<file path="src/rtl/core/tcce_pkg.sv">
// Shared types, constants and helpers for the text console cursor engine.
// No dependencies; every other file in rtl/core imports this package.
`timescale 1ns / 1ps

package tcce_pkg;

  // Cell geometry and tab expansion
  localparam int GLYPH_WIDTH  = 8;
  localparam int GLYPH_HEIGHT = 16;
  localparam int TAB_SPACES   = 8;

  // Field widths
  localparam int CHAR_W  = 8;
  localparam int ROW_W   = 7;
  localparam int COL_W   = 9;
  localparam int ROWS_W  = 8;
  localparam int X_W     = 12;
  localparam int Y_W     = 11;
  localparam int COLOR_W = 24;
  localparam int CNT_W   = $clog2(TAB_SPACES + 1);

  // Screen size limits
  localparam logic [ROWS_W-1:0] ROW_MIN = 8'd2;
  localparam logic [ROWS_W-1:0] ROW_MAX = 8'd128;
  localparam logic [COL_W-1:0]  COL_MIN = 9'd8;
  localparam logic [COL_W-1:0]  COL_MAX = 9'd256;

  // Character codes
  localparam logic [CHAR_W-1:0] CHAR_BS    = 8'd8;
  localparam logic [CHAR_W-1:0] CHAR_TAB   = 8'd9;
  localparam logic [CHAR_W-1:0] CHAR_NL    = 8'd10;
  localparam logic [CHAR_W-1:0] CHAR_SPACE = 8'd32;

  localparam logic [COLOR_W-1:0] CURSOR_BACK = 24'hC0C0C0;

  // Configuration register indexes and reset values
  localparam int CFG_IDX_W = 2;
  localparam logic [CFG_IDX_W-1:0] CFG_ROW_COUNT    = 2'd0;
  localparam logic [CFG_IDX_W-1:0] CFG_COLUMN_COUNT = 2'd1;
  localparam logic [CFG_IDX_W-1:0] CFG_TEXT_COLOR   = 2'd2;

  localparam logic [ROWS_W-1:0]  RST_ROW_COUNT    = 8'd64;
  localparam logic [COL_W-1:0]   RST_COLUMN_COUNT = 9'd96;
  localparam logic [COLOR_W-1:0] RST_TEXT_COLOR   = 24'hC0C0C0;
  localparam logic [ROW_W-1:0]   RST_CURSOR_ROW   = 7'd1;

  // Request queue between front and back
  localparam int QUEUE_DEPTH = 4;
  localparam int QPTR_W      = $clog2(QUEUE_DEPTH);
  localparam int QCNT_W      = $clog2(QUEUE_DEPTH + 1);

  typedef enum logic [1:0] {
    OP_PRINT,
    OP_NEWLINE,
    OP_BACKSPACE
  } op_kind_t;

  typedef struct packed {
    op_kind_t          kind;
    logic [CHAR_W-1:0] glyph;
    logic [CNT_W-1:0]  count;
  } op_t;

  typedef enum logic [1:0] {
    CMD_GLYPH  = 2'd0,
    CMD_CURSOR = 2'd1,
    CMD_SCROLL = 2'd2
  } cmd_t;

  typedef enum logic [3:0] {
    PH_NOP,
    PH_NL_ERASE_PRE,
    PH_NL_SCROLL,
    PH_NL_ERASE,
    PH_NL_DRAW,
    PH_GLYPH,
    PH_CURSOR,
    PH_BS_ERASE_OLD,
    PH_BS_ERASE_NEW,
    PH_BS_DRAW
  } phase_t;

  typedef struct packed {
    logic [ROWS_W-1:0]  row_count;
    logic [COL_W-1:0]   column_count;
    logic [COLOR_W-1:0] text_color;
  } cfg_t;

  typedef struct packed {
    cmd_t               command;
    logic [X_W-1:0]     pixel_x;
    logic [Y_W-1:0]     pixel_y;
    logic [CHAR_W-1:0]  glyph;
    logic [COLOR_W-1:0] fore_color;
    logic [COLOR_W-1:0] back_color;
    logic               last;
  } result_t;

  function automatic logic [ROWS_W-1:0] eff_rows(input logic [ROWS_W-1:0] v);
    logic [ROWS_W-1:0] r;
    if (v < ROW_MIN) r = ROW_MIN;
    else if (v > ROW_MAX) r = ROW_MAX;
    else r = v;
    return r;
  endfunction

  function automatic logic [COL_W-1:0] eff_cols(input logic [COL_W-1:0] v);
    logic [COL_W-1:0] r;
    if (v < COL_MIN) r = COL_MIN;
    else if (v > COL_MAX) r = COL_MAX;
    else r = v;
    return r;
  endfunction

endpackage

</file>
<file path="src/rtl/core/tcce_front.sv">
// Front end: takes character requests and classifies them into queue entries.
// Depends on tcce_pkg.
`timescale 1ns / 1ps

module tcce_front
  import tcce_pkg::*;
(
  input  logic              clk,
  input  logic              rst_n,
  input  logic              in_valid,
  input  logic [CHAR_W-1:0] in_char_code,
  output logic              in_stall,
  output logic              push_valid,
  output op_t               push_op,
  input  logic              push_ready
);

  logic hold_valid_r, hold_valid_nxt;
  op_t  hold_op_r, hold_op_nxt;
  logic accept, pushed;

  assign in_stall   = hold_valid_r & ~push_ready;
  assign accept     = in_valid & ~in_stall;
  assign pushed     = hold_valid_r & push_ready;
  assign push_valid = hold_valid_r;
  assign push_op    = hold_op_r;

  always_comb begin
    hold_valid_nxt = hold_valid_r;
    if (accept) begin
      hold_valid_nxt = 1'b1;
    end else if (pushed) begin
      hold_valid_nxt = 1'b0;
    end
  end

  // Expand tab into a run of spaces; everything unrecognized prints.
  always_comb begin
    hold_op_nxt = hold_op_r;
    if (accept) begin
      case (in_char_code)
        CHAR_NL: begin
          hold_op_nxt.kind  = OP_NEWLINE;
          hold_op_nxt.glyph = '0;
          hold_op_nxt.count = CNT_W'(1);
        end
        CHAR_TAB: begin
          hold_op_nxt.kind  = OP_PRINT;
          hold_op_nxt.glyph = CHAR_SPACE;
          hold_op_nxt.count = CNT_W'(TAB_SPACES);
        end
        CHAR_BS: begin
          hold_op_nxt.kind  = OP_BACKSPACE;
          hold_op_nxt.glyph = '0;
          hold_op_nxt.count = CNT_W'(1);
        end
        default: begin
          hold_op_nxt.kind  = OP_PRINT;
          hold_op_nxt.glyph = in_char_code;
          hold_op_nxt.count = CNT_W'(1);
        end
      endcase
    end
  end

  always_ff @(posedge clk) begin
    if (!rst_n) begin
      hold_valid_r <= 1'b0;
    end else begin
      hold_valid_r <= hold_valid_nxt;
    end
  end

  always_ff @(posedge clk) begin
    hold_op_r <= hold_op_nxt;
  end

endmodule

</file>
<file path="src/rtl/core/tcce_queue.sv">
// Short request queue between the front end and the command sequencer.
// Depends on tcce_pkg.
`timescale 1ns / 1ps

module tcce_queue
  import tcce_pkg::*;
(
  input  logic clk,
  input  logic rst_n,
  input  logic push_valid,
  input  op_t  push_op,
  output logic push_ready,
  output logic pop_valid,
  output op_t  pop_op,
  input  logic pop
);

  op_t               mem_r [QUEUE_DEPTH];
  logic [QPTR_W-1:0] wr_ptr_r, wr_ptr_nxt;
  logic [QPTR_W-1:0] rd_ptr_r, rd_ptr_nxt;
  logic [QCNT_W-1:0] count_r, count_nxt;
  logic              do_push, do_pop;

  assign push_ready = (count_r != QCNT_W'(QUEUE_DEPTH));
  assign pop_valid  = (count_r != '0);
  assign pop_op     = mem_r[rd_ptr_r];
  assign do_push    = push_valid & push_ready;
  assign do_pop     = pop & pop_valid;

  always_comb begin
    wr_ptr_nxt = do_push ? QPTR_W'(wr_ptr_r + 1'b1) : wr_ptr_r;
    rd_ptr_nxt = do_pop  ? QPTR_W'(rd_ptr_r + 1'b1) : rd_ptr_r;
    count_nxt  = count_r;
    if (do_push && !do_pop) begin
      count_nxt = QCNT_W'(count_r + 1'b1);
    end else if (do_pop && !do_push) begin
      count_nxt = QCNT_W'(count_r - 1'b1);
    end
  end

  always_ff @(posedge clk) begin
    if (!rst_n) begin
      wr_ptr_r <= '0;
      rd_ptr_r <= '0;
      count_r  <= '0;
    end else begin
      wr_ptr_r <= wr_ptr_nxt;
      rd_ptr_r <= rd_ptr_nxt;
      count_r  <= count_nxt;
    end
  end

  always_ff @(posedge clk) begin
    if (do_push) begin
      mem_r[wr_ptr_r] <= push_op;
    end
  end

endmodule

</file>
<file path="src/rtl/core/tcce_back.sv">
// Command sequencer: holds the cursor state and turns queued requests into drawing
// commands, one per unstalled cycle, via an output register. Depends on tcce_pkg.
`timescale 1ns / 1ps

module tcce_back
  import tcce_pkg::*;
(
  input  logic    clk,
  input  logic    rst_n,
  input  cfg_t    cfg,
  input  logic    q_valid,
  input  op_t     q_op,
  output logic    q_pop,
  output logic    res_valid,
  output result_t res,
  input  logic    res_ready
);

  // Cursor state
  logic [ROW_W-1:0] row_r, row_nxt;
  logic [COL_W-1:0] col_r, col_nxt;
  logic [X_W-1:0]   prev_x_r, prev_x_nxt;
  logic [Y_W-1:0]   prev_y_r, prev_y_nxt;

  // Request in progress
  logic   busy_r, busy_nxt;
  phase_t phase_r, phase_nxt;
  op_t    op_r, op_nxt;

  // Output register
  logic    res_valid_r, res_valid_nxt;
  result_t res_r, res_nxt;

  logic [ROWS_W-1:0] rows_eff;
  logic [COL_W-1:0]  cols_eff;
  op_t               cur_op;
  phase_t            cur_phase;
  logic              active, slot_free, fire, emit, done;
  result_t           cur_res;

  logic [X_W-1:0]    cell_x, glyph_cursor_x, bs_x;
  logic [Y_W-1:0]    cell_y, nl_y, bs_y;
  logic [ROWS_W-1:0] row_inc;
  logic [ROW_W-1:0]  nl_row, bs_row;
  logic [COL_W-1:0]  bs_col, col_inc;

  function automatic phase_t nl_start(input logic [ROW_W-1:0] row,
                                      input logic [ROWS_W-1:0] rows);
    phase_t p;
    if (ROWS_W'({1'b0, row} + 1'b1) >= rows) p = PH_NL_ERASE_PRE;
    else p = PH_NL_ERASE;
    return p;
  endfunction

  function automatic phase_t print_start(input logic [ROW_W-1:0] row,
                                         input logic [COL_W-1:0] col,
                                         input logic [ROWS_W-1:0] rows,
                                         input logic [COL_W-1:0] cols);
    phase_t p;
    if (col >= cols) p = nl_start(row, rows);
    else p = PH_GLYPH;
    return p;
  endfunction

  assign rows_eff = eff_rows(cfg.row_count);
  assign cols_eff = eff_cols(cfg.column_count);

  // Cell geometry from the current cursor
  always_comb begin
    cell_x         = X_W'(X_W'(col_r) * X_W'(GLYPH_WIDTH));
    cell_y         = Y_W'(Y_W'(row_r) * Y_W'(GLYPH_HEIGHT));
    glyph_cursor_x = X_W'(cell_x + X_W'(GLYPH_WIDTH + 1));
    row_inc        = ROWS_W'({1'b0, row_r} + 1'b1);
    nl_row         = (row_inc >= rows_eff) ? ROW_W'(rows_eff - 1'b1) : ROW_W'(row_inc);
    nl_y           = Y_W'(Y_W'(nl_row) * Y_W'(GLYPH_HEIGHT));
    col_inc        = COL_W'(col_r + 1'b1);
    if (col_r != '0) begin
      bs_row = row_r;
      bs_col = COL_W'(col_r - 1'b1);
    end else begin
      bs_row = ROW_W'(row_r - 1'b1);
      bs_col = COL_W'(cols_eff - 1'b1);
    end
    bs_x = X_W'(X_W'(bs_col) * X_W'(GLYPH_WIDTH));
    bs_y = Y_W'(Y_W'(bs_row) * Y_W'(GLYPH_HEIGHT));
  end

  // Pick the step to run: the held request, or the first step of the queue head
  always_comb begin
    cur_op = busy_r ? op_r : q_op;
    if (busy_r) begin
      cur_phase = phase_r;
    end else begin
      case (q_op.kind)
        OP_NEWLINE:   cur_phase = nl_start(row_r, rows_eff);
        OP_BACKSPACE: cur_phase = (row_r == '0 && col_r == '0) ? PH_NOP : PH_BS_ERASE_OLD;
        default:      cur_phase = print_start(row_r, col_r, rows_eff, cols_eff);
      endcase
    end
  end

  assign active    = busy_r | q_valid;
  assign slot_free = ~res_valid_r | res_ready;
  assign fire      = active & (slot_free | (cur_phase == PH_NOP));
  assign emit      = fire & (cur_phase != PH_NOP);
  assign q_pop     = fire & ~busy_r;

  // Next step and cursor updates
  always_comb begin
    phase_nxt  = phase_r;
    busy_nxt   = busy_r;
    op_nxt     = op_r;
    row_nxt    = row_r;
    col_nxt    = col_r;
    prev_x_nxt = prev_x_r;
    prev_y_nxt = prev_y_r;
    done       = 1'b0;
    if (fire) begin
      op_nxt   = cur_op;
      busy_nxt = 1'b1;
      case (cur_phase)
        PH_NL_ERASE_PRE: phase_nxt = PH_NL_SCROLL;
        PH_NL_SCROLL:    phase_nxt = PH_NL_ERASE;
        PH_NL_ERASE:     phase_nxt = PH_NL_DRAW;
        PH_NL_DRAW: begin
          row_nxt    = nl_row;
          col_nxt    = '0;
          prev_x_nxt = '0;
          prev_y_nxt = nl_y;
          // a wrap ahead of a print goes on to the glyph
          if (cur_op.kind == OP_NEWLINE) done = 1'b1;
          else phase_nxt = PH_GLYPH;
        end
        PH_GLYPH: phase_nxt = PH_CURSOR;
        PH_CURSOR: begin
          prev_x_nxt = glyph_cursor_x;
          prev_y_nxt = cell_y;
          col_nxt    = col_inc;
          if (cur_op.count == CNT_W'(1)) begin
            done = 1'b1;
          end else begin
            op_nxt.count = CNT_W'(cur_op.count - 1'b1);
            phase_nxt    = print_start(row_r, col_inc, rows_eff, cols_eff);
          end
        end
        PH_BS_ERASE_OLD: phase_nxt = PH_BS_ERASE_NEW;
        PH_BS_ERASE_NEW: phase_nxt = PH_BS_DRAW;
        PH_BS_DRAW: begin
          row_nxt    = bs_row;
          col_nxt    = bs_col;
          prev_x_nxt = bs_x;
          prev_y_nxt = bs_y;
          done       = 1'b1;
        end
        default: done = 1'b1;
      endcase
      if (done) busy_nxt = 1'b0;
    end
  end

  // Command fields for the current step
  always_comb begin
    cur_res            = '0;
    cur_res.command    = CMD_CURSOR;
    case (cur_phase)
      PH_NL_ERASE_PRE, PH_NL_ERASE: begin
        cur_res.pixel_x = prev_x_r;
        cur_res.pixel_y = prev_y_r;
      end
      PH_NL_SCROLL: cur_res.command = CMD_SCROLL;
      PH_NL_DRAW: begin
        cur_res.pixel_y    = nl_y;
        cur_res.back_color = CURSOR_BACK;
        cur_res.last       = (cur_op.kind == OP_NEWLINE);
      end
      PH_GLYPH: begin
        cur_res.command    = CMD_GLYPH;
        cur_res.pixel_x    = cell_x;
        cur_res.pixel_y    = cell_y;
        cur_res.glyph      = cur_op.glyph;
        cur_res.fore_color = cfg.text_color;
      end
      PH_CURSOR: begin
        cur_res.pixel_x    = glyph_cursor_x;
        cur_res.pixel_y    = cell_y;
        cur_res.back_color = CURSOR_BACK;
        cur_res.last       = (cur_op.count == CNT_W'(1));
      end
      PH_BS_ERASE_OLD: begin
        cur_res.pixel_x = cell_x;
        cur_res.pixel_y = cell_y;
      end
      PH_BS_ERASE_NEW: begin
        cur_res.pixel_x = bs_x;
        cur_res.pixel_y = bs_y;
      end
      PH_BS_DRAW: begin
        cur_res.pixel_x    = bs_x;
        cur_res.pixel_y    = bs_y;
        cur_res.back_color = CURSOR_BACK;
        cur_res.last       = 1'b1;
      end
      default: cur_res = '0;
    endcase
  end

  always_comb begin
    res_valid_nxt = res_valid_r;
    res_nxt       = res_r;
    if (slot_free) begin
      res_valid_nxt = emit;
      if (emit) res_nxt = cur_res;
    end
  end

  assign res_valid = res_valid_r;
  assign res       = res_r;

  always_ff @(posedge clk) begin
    if (!rst_n) begin
      busy_r      <= 1'b0;
      phase_r     <= PH_NOP;
      row_r       <= RST_CURSOR_ROW;
      col_r       <= '0;
      prev_x_r    <= '0;
      prev_y_r    <= '0;
      res_valid_r <= 1'b0;
    end else begin
      busy_r      <= busy_nxt;
      phase_r     <= phase_nxt;
      row_r       <= row_nxt;
      col_r       <= col_nxt;
      prev_x_r    <= prev_x_nxt;
      prev_y_r    <= prev_y_nxt;
      res_valid_r <= res_valid_nxt;
    end
  end

  always_ff @(posedge clk) begin
    op_r  <= op_nxt;
    res_r <= res_nxt;
  end

endmodule

</file>
<file path="src/rtl/core/text_console_cursor_engine_unit.sv">
// Top level of the text console cursor engine: configuration registers and
// front end, request queue and command sequencer. Depends on tcce_pkg.
`timescale 1ns / 1ps

//  port group   direction  handshake          payload
//  in_*         input      in_valid/in_stall  in_char_code
//  out_*        output     out_valid/out_stall command, pixel_x/y, glyph, colors, last
//  cfg_*        input      cfg_wr_en          cfg_index, cfg_wdata
//
// One drawing command leaves per cycle while out_stall is low; the sequencer step is
// the pace setter. A byte draws its glyph, then the cursor; a newline moves the
// cursor, scrolling on the last row; a backspace moves it back, with no command at
// home; a tab prints eight spaces; a wrap runs a newline ahead of the glyph. Reset
// is synchronous on rst_n and needs no clearing pass. The front end keeps filling
// the 4-entry request queue while out_stall holds the output register.

module text_console_cursor_engine_unit
  import tcce_pkg::*;
(
  input  logic                 clk,
  input  logic                 rst_n,
  input  logic                 in_valid,
  input  logic [CHAR_W-1:0]    in_char_code,
  output logic                 in_stall,
  output logic                 out_valid,
  input  logic                 out_stall,
  output logic [1:0]           out_command,
  output logic [X_W-1:0]       out_pixel_x,
  output logic [Y_W-1:0]       out_pixel_y,
  output logic [CHAR_W-1:0]    out_glyph,
  output logic [COLOR_W-1:0]   out_fore_color,
  output logic [COLOR_W-1:0]   out_back_color,
  output logic                 out_last,
  input  logic                 cfg_wr_en,
  input  logic [CFG_IDX_W-1:0] cfg_index,
  input  logic [COLOR_W-1:0]   cfg_wdata
);

  cfg_t    cfg_r, cfg_nxt;
  logic    push_valid, push_ready, pop_valid, pop;
  op_t     push_op, pop_op;
  result_t res;

  always_comb begin
    cfg_nxt = cfg_r;
    if (cfg_wr_en) begin
      case (cfg_index)
        CFG_ROW_COUNT:    cfg_nxt.row_count    = cfg_wdata[ROWS_W-1:0];
        CFG_COLUMN_COUNT: cfg_nxt.column_count = cfg_wdata[COL_W-1:0];
        CFG_TEXT_COLOR:   cfg_nxt.text_color   = cfg_wdata;
        default:          cfg_nxt = cfg_r;
      endcase
    end
  end

  always_ff @(posedge clk) begin
    if (!rst_n) begin
      cfg_r.row_count    <= RST_ROW_COUNT;
      cfg_r.column_count <= RST_COLUMN_COUNT;
      cfg_r.text_color   <= RST_TEXT_COLOR;
    end else begin
      cfg_r <= cfg_nxt;
    end
  end

  tcce_front u_front (
    .clk          (clk),
    .rst_n        (rst_n),
    .in_valid     (in_valid),
    .in_char_code (in_char_code),
    .in_stall     (in_stall),
    .push_valid   (push_valid),
    .push_op      (push_op),
    .push_ready   (push_ready)
  );

  tcce_queue u_queue (
    .clk        (clk),
    .rst_n      (rst_n),
    .push_valid (push_valid),
    .push_op    (push_op),
    .push_ready (push_ready),
    .pop_valid  (pop_valid),
    .pop_op     (pop_op),
    .pop        (pop)
  );

  tcce_back u_back (
    .clk       (clk),
    .rst_n     (rst_n),
    .cfg       (cfg_r),
    .q_valid   (pop_valid),
    .q_op      (pop_op),
    .q_pop     (pop),
    .res_valid (out_valid),
    .res       (res),
    .res_ready (~out_stall)
  );

  assign out_command    = res.command;
  assign out_pixel_x    = res.pixel_x;
  assign out_pixel_y    = res.pixel_y;
  assign out_glyph      = res.glyph;
  assign out_fore_color = res.fore_color;
  assign out_back_color = res.back_color;
  assign out_last       = res.last;

endmodule
</file>
<file path="config.mk">
export PLATFORM = sky130hd
export DESIGN_NAME = text_console_cursor_engine_unit
export DESIGN_NICKNAME = d
export VERILOG_FILES = /design/src/rtl/core/tcce_pkg.sv /design/src/rtl/core/tcce_front.sv /design/src/rtl/core/tcce_queue.sv /design/src/rtl/core/tcce_back.sv /design/src/rtl/core/text_console_cursor_engine_unit.sv
export SDC_FILE = /design/constraint.sdc
export NUM_CORES = 1
export LEC_CHECK = 0
export BUFFER_PORTS_ARGS = -buffer_cell sky130_fd_sc_hd__clkbuf_2
export CAP_MARGIN = 40
export CELL_PAD_IN_SITES_DETAIL_PLACEMENT = 1
export CELL_PAD_IN_SITES_GLOBAL_PLACEMENT = 1
export CORE_ASPECT_RATIO = 2
export CORE_MARGIN = 2
export CORE_UTILIZATION = 40
export DETAILED_ROUTE_END_ITERATION = 8
export PLACE_DENSITY = 0.71
export SLEW_MARGIN = 20
export SYNTH_ARGS = -nofsm -noshare
export SYNTH_HDL_FRONTEND = slang
export SYNTH_SLANG_ARGS = --single-unit
export TNS_END_PERCENT = 20
</file>
<file path="constraint.sdc">
create_clock -name clk -period 8.1 [get_ports clk]
set_input_delay 0.81 -clock clk [delete_from_list [all_inputs] [get_ports clk]]
set_output_delay 0.81 -clock clk [all_outputs]
set_load 0.01 [all_outputs]
</file>
==> results.txt <==
Derived from the worst setup path, the maximum achievable clock frequency is 0.219 GHz. For hold timing, the worst endpoint is cfg_r[20]. The number of hold buffers added after CTS was 0. The worst register-to-register path ends at u_back.col_r[4].

In this run the worst hold path is classified as register to register. Counting instances in the post-synthesis netlist gives the leading cell types as sky130_fd_sc_hd__nand2_1 (141), sky130_fd_sc_hd__edfxtp_1 (127), sky130_fd_sc_hd__nor2_1 (85), sky130_fd_sc_hd__dfxtp_1 (81), sky130_fd_sc_hd__a21oi_1 (65). The clock period minus final worst setup slack came out at 4.57 ns. The maximum buffer depth of the clock tree is 3.

Across all register-to-register paths, the minimum setup slack is ~3.5 ns. After detailed routing, the number of remaining DRC violations is 0. Summing all flip-flop and latch instances after layout gives 5440 um2. The largest incremental delay on the critical path is 0.68 ns. In this run, post-CTS repair resized a total of 0 instances.

Entering global routing, the biggest net connects 55 pins. The number of top-level pins is 123. The final clock period utilization by the worst path came out at 56.4%.

The effective utilization at floorplan came out at 40.5%. The flow ran to the end, and the final reports show no timing, DRC or antenna violations. The worst setup path is launched from a register. The standard cell area after detailed placement is between 10000 and 15000 um2. In this run the power density over the cells is between 300 and 400 nW/um2. The net switching share of the total power is 37.9%. The number of inserted diodes came out at 0. The area of the multi-input gates is 4490 um2. The xor and xnor fraction of the mapped netlist area came out at 2.87%.

The final instance area came out at 11800 um2. The leakage power came out at ~4.7 nW. The count of flip-flops with a built-in enable after synthesis came out at between 100 and 150.

Input and output buffers added on the ports amount to 98. The number of global-route vias before repair was 8408. The clock insertion delay at the later pin of the skew report came out at roughly 0.52 ns.

The cell area that synthesis handed to floorplanning was 10400 um2. The cell row count is 83. The cell depth of the worst hold path came out at 2. Setup repair after global routing left no endpoint under its margin.

The number of cells on the worst reg-to-reg path came out at 13. Among all flip-flop cells after synthesis, the most frequent one is sky130_fd_sc_hd__edfxtp_1. Sorting the synthesized cells by area gives the leading types as sky130_fd_sc_hd__edfxtp_1 (37%), sky130_fd_sc_hd__dfxtp_1 (16%), sky130_fd_sc_hd__nand2_1 (5.1%). The fraction of synthesized area in multiplexers came out at 4.93%. The clock transition at the register clock pins on the worst setup and hold paths after CTS is 0.07 ns. The pin slew with the least headroom to its limit came out at approximately 0.8 ns.

The buffers inserted during post-CTS setup optimization is 0. The flip-flop and latch count after synthesis came out at around 210. In this run the worst path has a maximum fanout of 33. Cells with a size suffix above 1 make up 16.1% of the layout.

The area growth from synthesis to layout came out at 13.3%. The core box area is 25700 um2. CTS placed an instance of sky130_fd_sc_hd__clkbuf_16 at the clock tree root. The worst slew margin relative to its limit is 45.1%. The die outline area came out at 27300 um2. The die is 118 um wide.

The worst hold slack came out at 0.449 ns. The number of endpoints with negative hold slack in the final report came to 0. The total wirelength of the detailed-routed design is 29600 um. The clock net in this run drives a total of 208 sinks. The number of pins with negative max-slew slack in the final report came out at 0. The die is 232 um tall. The number of routed nets with antenna violations is 0. TritonCTS built the clock tree.

The all-layer global routing usage came out at 21.7%. The first-iteration detailed-routing DRC count is approximately 330. The switching power came out at ~0.0016 W. The cell with the biggest individual delay on the critical path is sky130_fd_sc_hd__nor4_1. After detailed routing, the number of vias per cell comes to around 5.5.

The synthesized netlist devotes between 10% and 20% of its cell area to simple gates. The start-to-end type of the worst setup path is register to register. The adder and majority gate portion of the synthesized area is 4.89%. The max-capacitance violation count came out at 0.

Dividing the detail-routed wire length by the instance count gives 20.6 um. The internal portion of the total power is between 0.002 and 0.003 W. The arrival time reported for the critical path endpoint is ~5.0 ns. The fraction of synthesis flops using an asynchronous set or reset pin came out at 0%. The synthesized netlist contains 76 unique library cells. The half-perimeter wire length after placement came out at between 20000 and 25000 um. Of the synthesized area, sequential elements account for between 50% and 60%. The portion of total power attributed to combinational logic came out at 36.3%. The reg-to-reg critical path startpoint is cfg_r[28]. The length of the first detailed-routing pass in iterations came out at 5. The number of nets in the layout came out at 1162.

The cell accounting for the most synthesized area is sky130_fd_sc_hd__edfxtp_1. The end-of-flow core utilization came out at 45.9%. The most numerous cell on the critical path is sky130_fd_sc_hd__a21oi_1. The clock tree skew after final layout came out at 0.0275 ns. In the post-synthesis netlist, the cell with the most instances is sky130_fd_sc_hd__nand2_1. The global placer's final weighted congestion came out at 0.912. Counting every instance in the synthesized netlist gives 1011. Detailed routing inserted a total of 7870 vias.

The Yosys step of the flow raised 0 warnings. The number of antenna violations at the first check in global routing came to 0. The worst hold path begins at cfg_r[20]. By area, the combinational part of the netlist is dominated by simple AND/OR/NAND/NOR gates. The first global-routing pass estimated 46200 um of wire. The final-layout fill cell count is 2927.

The area fraction of the dominant cell type after synthesis is 36.7%. The worst setup path is captured at a register. The largest voltage drop on the vdd net is roughly 0.19 mV. The clock network fraction of design power is about a quarter. TritonCTS created 20 clock buffers. Registers are responsible for roughly two fifths of the overall power. The synthesized netlist devotes 13.0% of its cell area to compound gates. Traced cell by cell, the critical path runs through nor4_1 > a21oi_1 > and2_1 > ha_1 > nand4_1 > nor3_1 > a21oi_1 > a21o_1 > nand3_1 > a21oi_2 > buf_4 > nor2_1 > a311oi_1. For this run the aggregate overflow at the end of global routing stands at 0. The average footprint of a synthesized cell came out at 10.3 um2. The number of H-tree branching levels came out at 1. The number of setup violations in the final report is 0. Setup total negative slack on the finished layout was measured at 0 ns. Data on the critical path is required at its endpoint by 8.51 ns.
[critical path: cells and delay by family (launching register included)]
family	cells	cell delay, ns
AO/OA/AOI/OAI	5	1.76
AND/OR/NAND/NOR	6	1.69
flip-flops	1	0.35
buffers and inverters	1	0.35
adder cells (fa/ha/maj)	1	0.29
[cell families after synthesis]
kind of cell	after synthesis
AO/OA/AOI/OAI	210
buffers and inverters	114
flip-flops	208
other	1
adder cells (fa/ha/maj)	40
multiplexers	36
AND/OR/NAND/NOR	368
XOR/XNOR	34
[worst max path at each step]
stage | startpoint | endpoint | slack, ns | depth (start not counted)
3_3_place_gp | register | u_queue.count_r[2] | 3.48 | 15
4_1_cts | register | u_queue.count_r[2] | 3.24 | 15
6_report | cfg_r[28] | u_back.col_r[4] | 3.53 | 13
2_1_floorplan | u_back.row_r[0] | u_back.res[0] | 2.99 | 13
5_1_grt | u_back.row_r[0] | u_queue.count_r[2] | 3.19 | 17
3_5_place_dp | register | u_queue.count_r[2] | 3.31 | 15
[power groups by stage]
stage	Clock [W]	Combinational (W)	Sequential (W)
floorplan	0	0.000911	0.00168
global placement	0	0.00144	0.00167
detailed placement	0	0.00147	0.00167
CTS	0.00100	0.00148	0.00165
global route	0.00103	0.00163	0.00166
finish	0.000978	0.00149	0.00164
[state kept, by name (all words and copies together), names as in the netlist, named ones only]
signal              cells
u_back.res             53
u_back.prev_x_r         1
u_back.res_valid        1
u_back.busy_r           1
u_queue.count_r         3
u_back.prev_y_r         7
u_queue.rd_ptr_r        2
cfg_r                  41
u_queue.mem_r          48
u_back.op_r            14
u_back.col_r            9
u_back.phase_r          4
u_front.push_valid      1
u_front.push_op        12
u_queue.wr_ptr_r        2
u_back.row_r            7
[through the flow]
stage / worst slack (ns) / total power [W] / instances
final: 3.53 / 0.00410 / 1437
after global routing: 3.19 / 0.00432 / 1437
after CTS: 3.24 / 0.00413 / 1434
after detailed placement: 3.31 / 0.00314 / 1398
after global placement: 3.48 / 0.00311 / 1395
after floorplan: 2.99 / 0.00259 / 1034
[routing by layer]
layer / GRT usage (%) / routed length [um] / vias up
met4: 13.2 / 1780 / 0
met1: 20.2 / 9990 / 3889
met2: 43.7 / 16900 / 197
li1: - / - / 3690
met3: 2.65 / 926 / 94
met5: 0 / 0 / -
[cells in the final DEF (no fill, tap or decap), types with 4 or more instances in the layout]
cell,netlist,routed
sky130_fd_sc_hd__nand2_1,141,141
sky130_fd_sc_hd__edfxtp_1,127,127
sky130_fd_sc_hd__clkbuf_2,0,98
sky130_fd_sc_hd__nor2_1,85,83
sky130_fd_sc_hd__dfxtp_1,81,81
sky130_fd_sc_hd__a21oi_1,65,65
sky130_fd_sc_hd__o21ai_0,49,49
sky130_fd_sc_hd__and2_1,43,43
sky130_fd_sc_hd__ha_1,39,39
sky130_fd_sc_hd__nand3_1,25,25
sky130_fd_sc_hd__inv_1,24,24
sky130_fd_sc_hd__conb_1,1,24
sky130_fd_sc_hd__mux2i_1,23,23
sky130_fd_sc_hd__clkbuf_16,0,21
sky130_fd_sc_hd__xnor2_1,18,18
sky130_fd_sc_hd__xor2_1,16,16
sky130_fd_sc_hd__a31oi_1,16,16
sky130_fd_sc_hd__nor3_1,15,14
sky130_fd_sc_hd__mux4_2,12,12
sky130_fd_sc_hd__buf_4,30,12
sky130_fd_sc_hd__o21a_1,10,10
sky130_fd_sc_hd__o211ai_1,9,9
sky130_fd_sc_hd__or3_1,9,9
sky130_fd_sc_hd__clkinv_1,2,8
sky130_fd_sc_hd__a21o_1,7,7
sky130_fd_sc_hd__and3_1,6,6
sky130_fd_sc_hd__or2_2,6,6
sky130_fd_sc_hd__nand4_1,6,6
sky130_fd_sc_hd__nand3b_1,6,6
sky130_fd_sc_hd__nor4_1,5,5
sky130_fd_sc_hd__a22oi_1,5,5
sky130_fd_sc_hd__nor2b_1,4,4
sky130_fd_sc_hd__nand2b_1,4,4
sky130_fd_sc_hd__a211o_1,4,4
sky130_fd_sc_hd__a221o_1,4,4
sky130_fd_sc_hd__a211oi_1,4,4
[layout make-up]
type / count / area share [%]
Inverter: 26 / 0.829
Sequential cell: 208 / 46.2
Clock inverter: 13 / 1.21
Clock buffer: 23 / 4.53
Tap cell: 340 / 3.62
Timing Repair Buffer: 115 / 5.42
Multi-Input combinational cell: 712 / 38.2
Power figures use the tool's default switching activity.
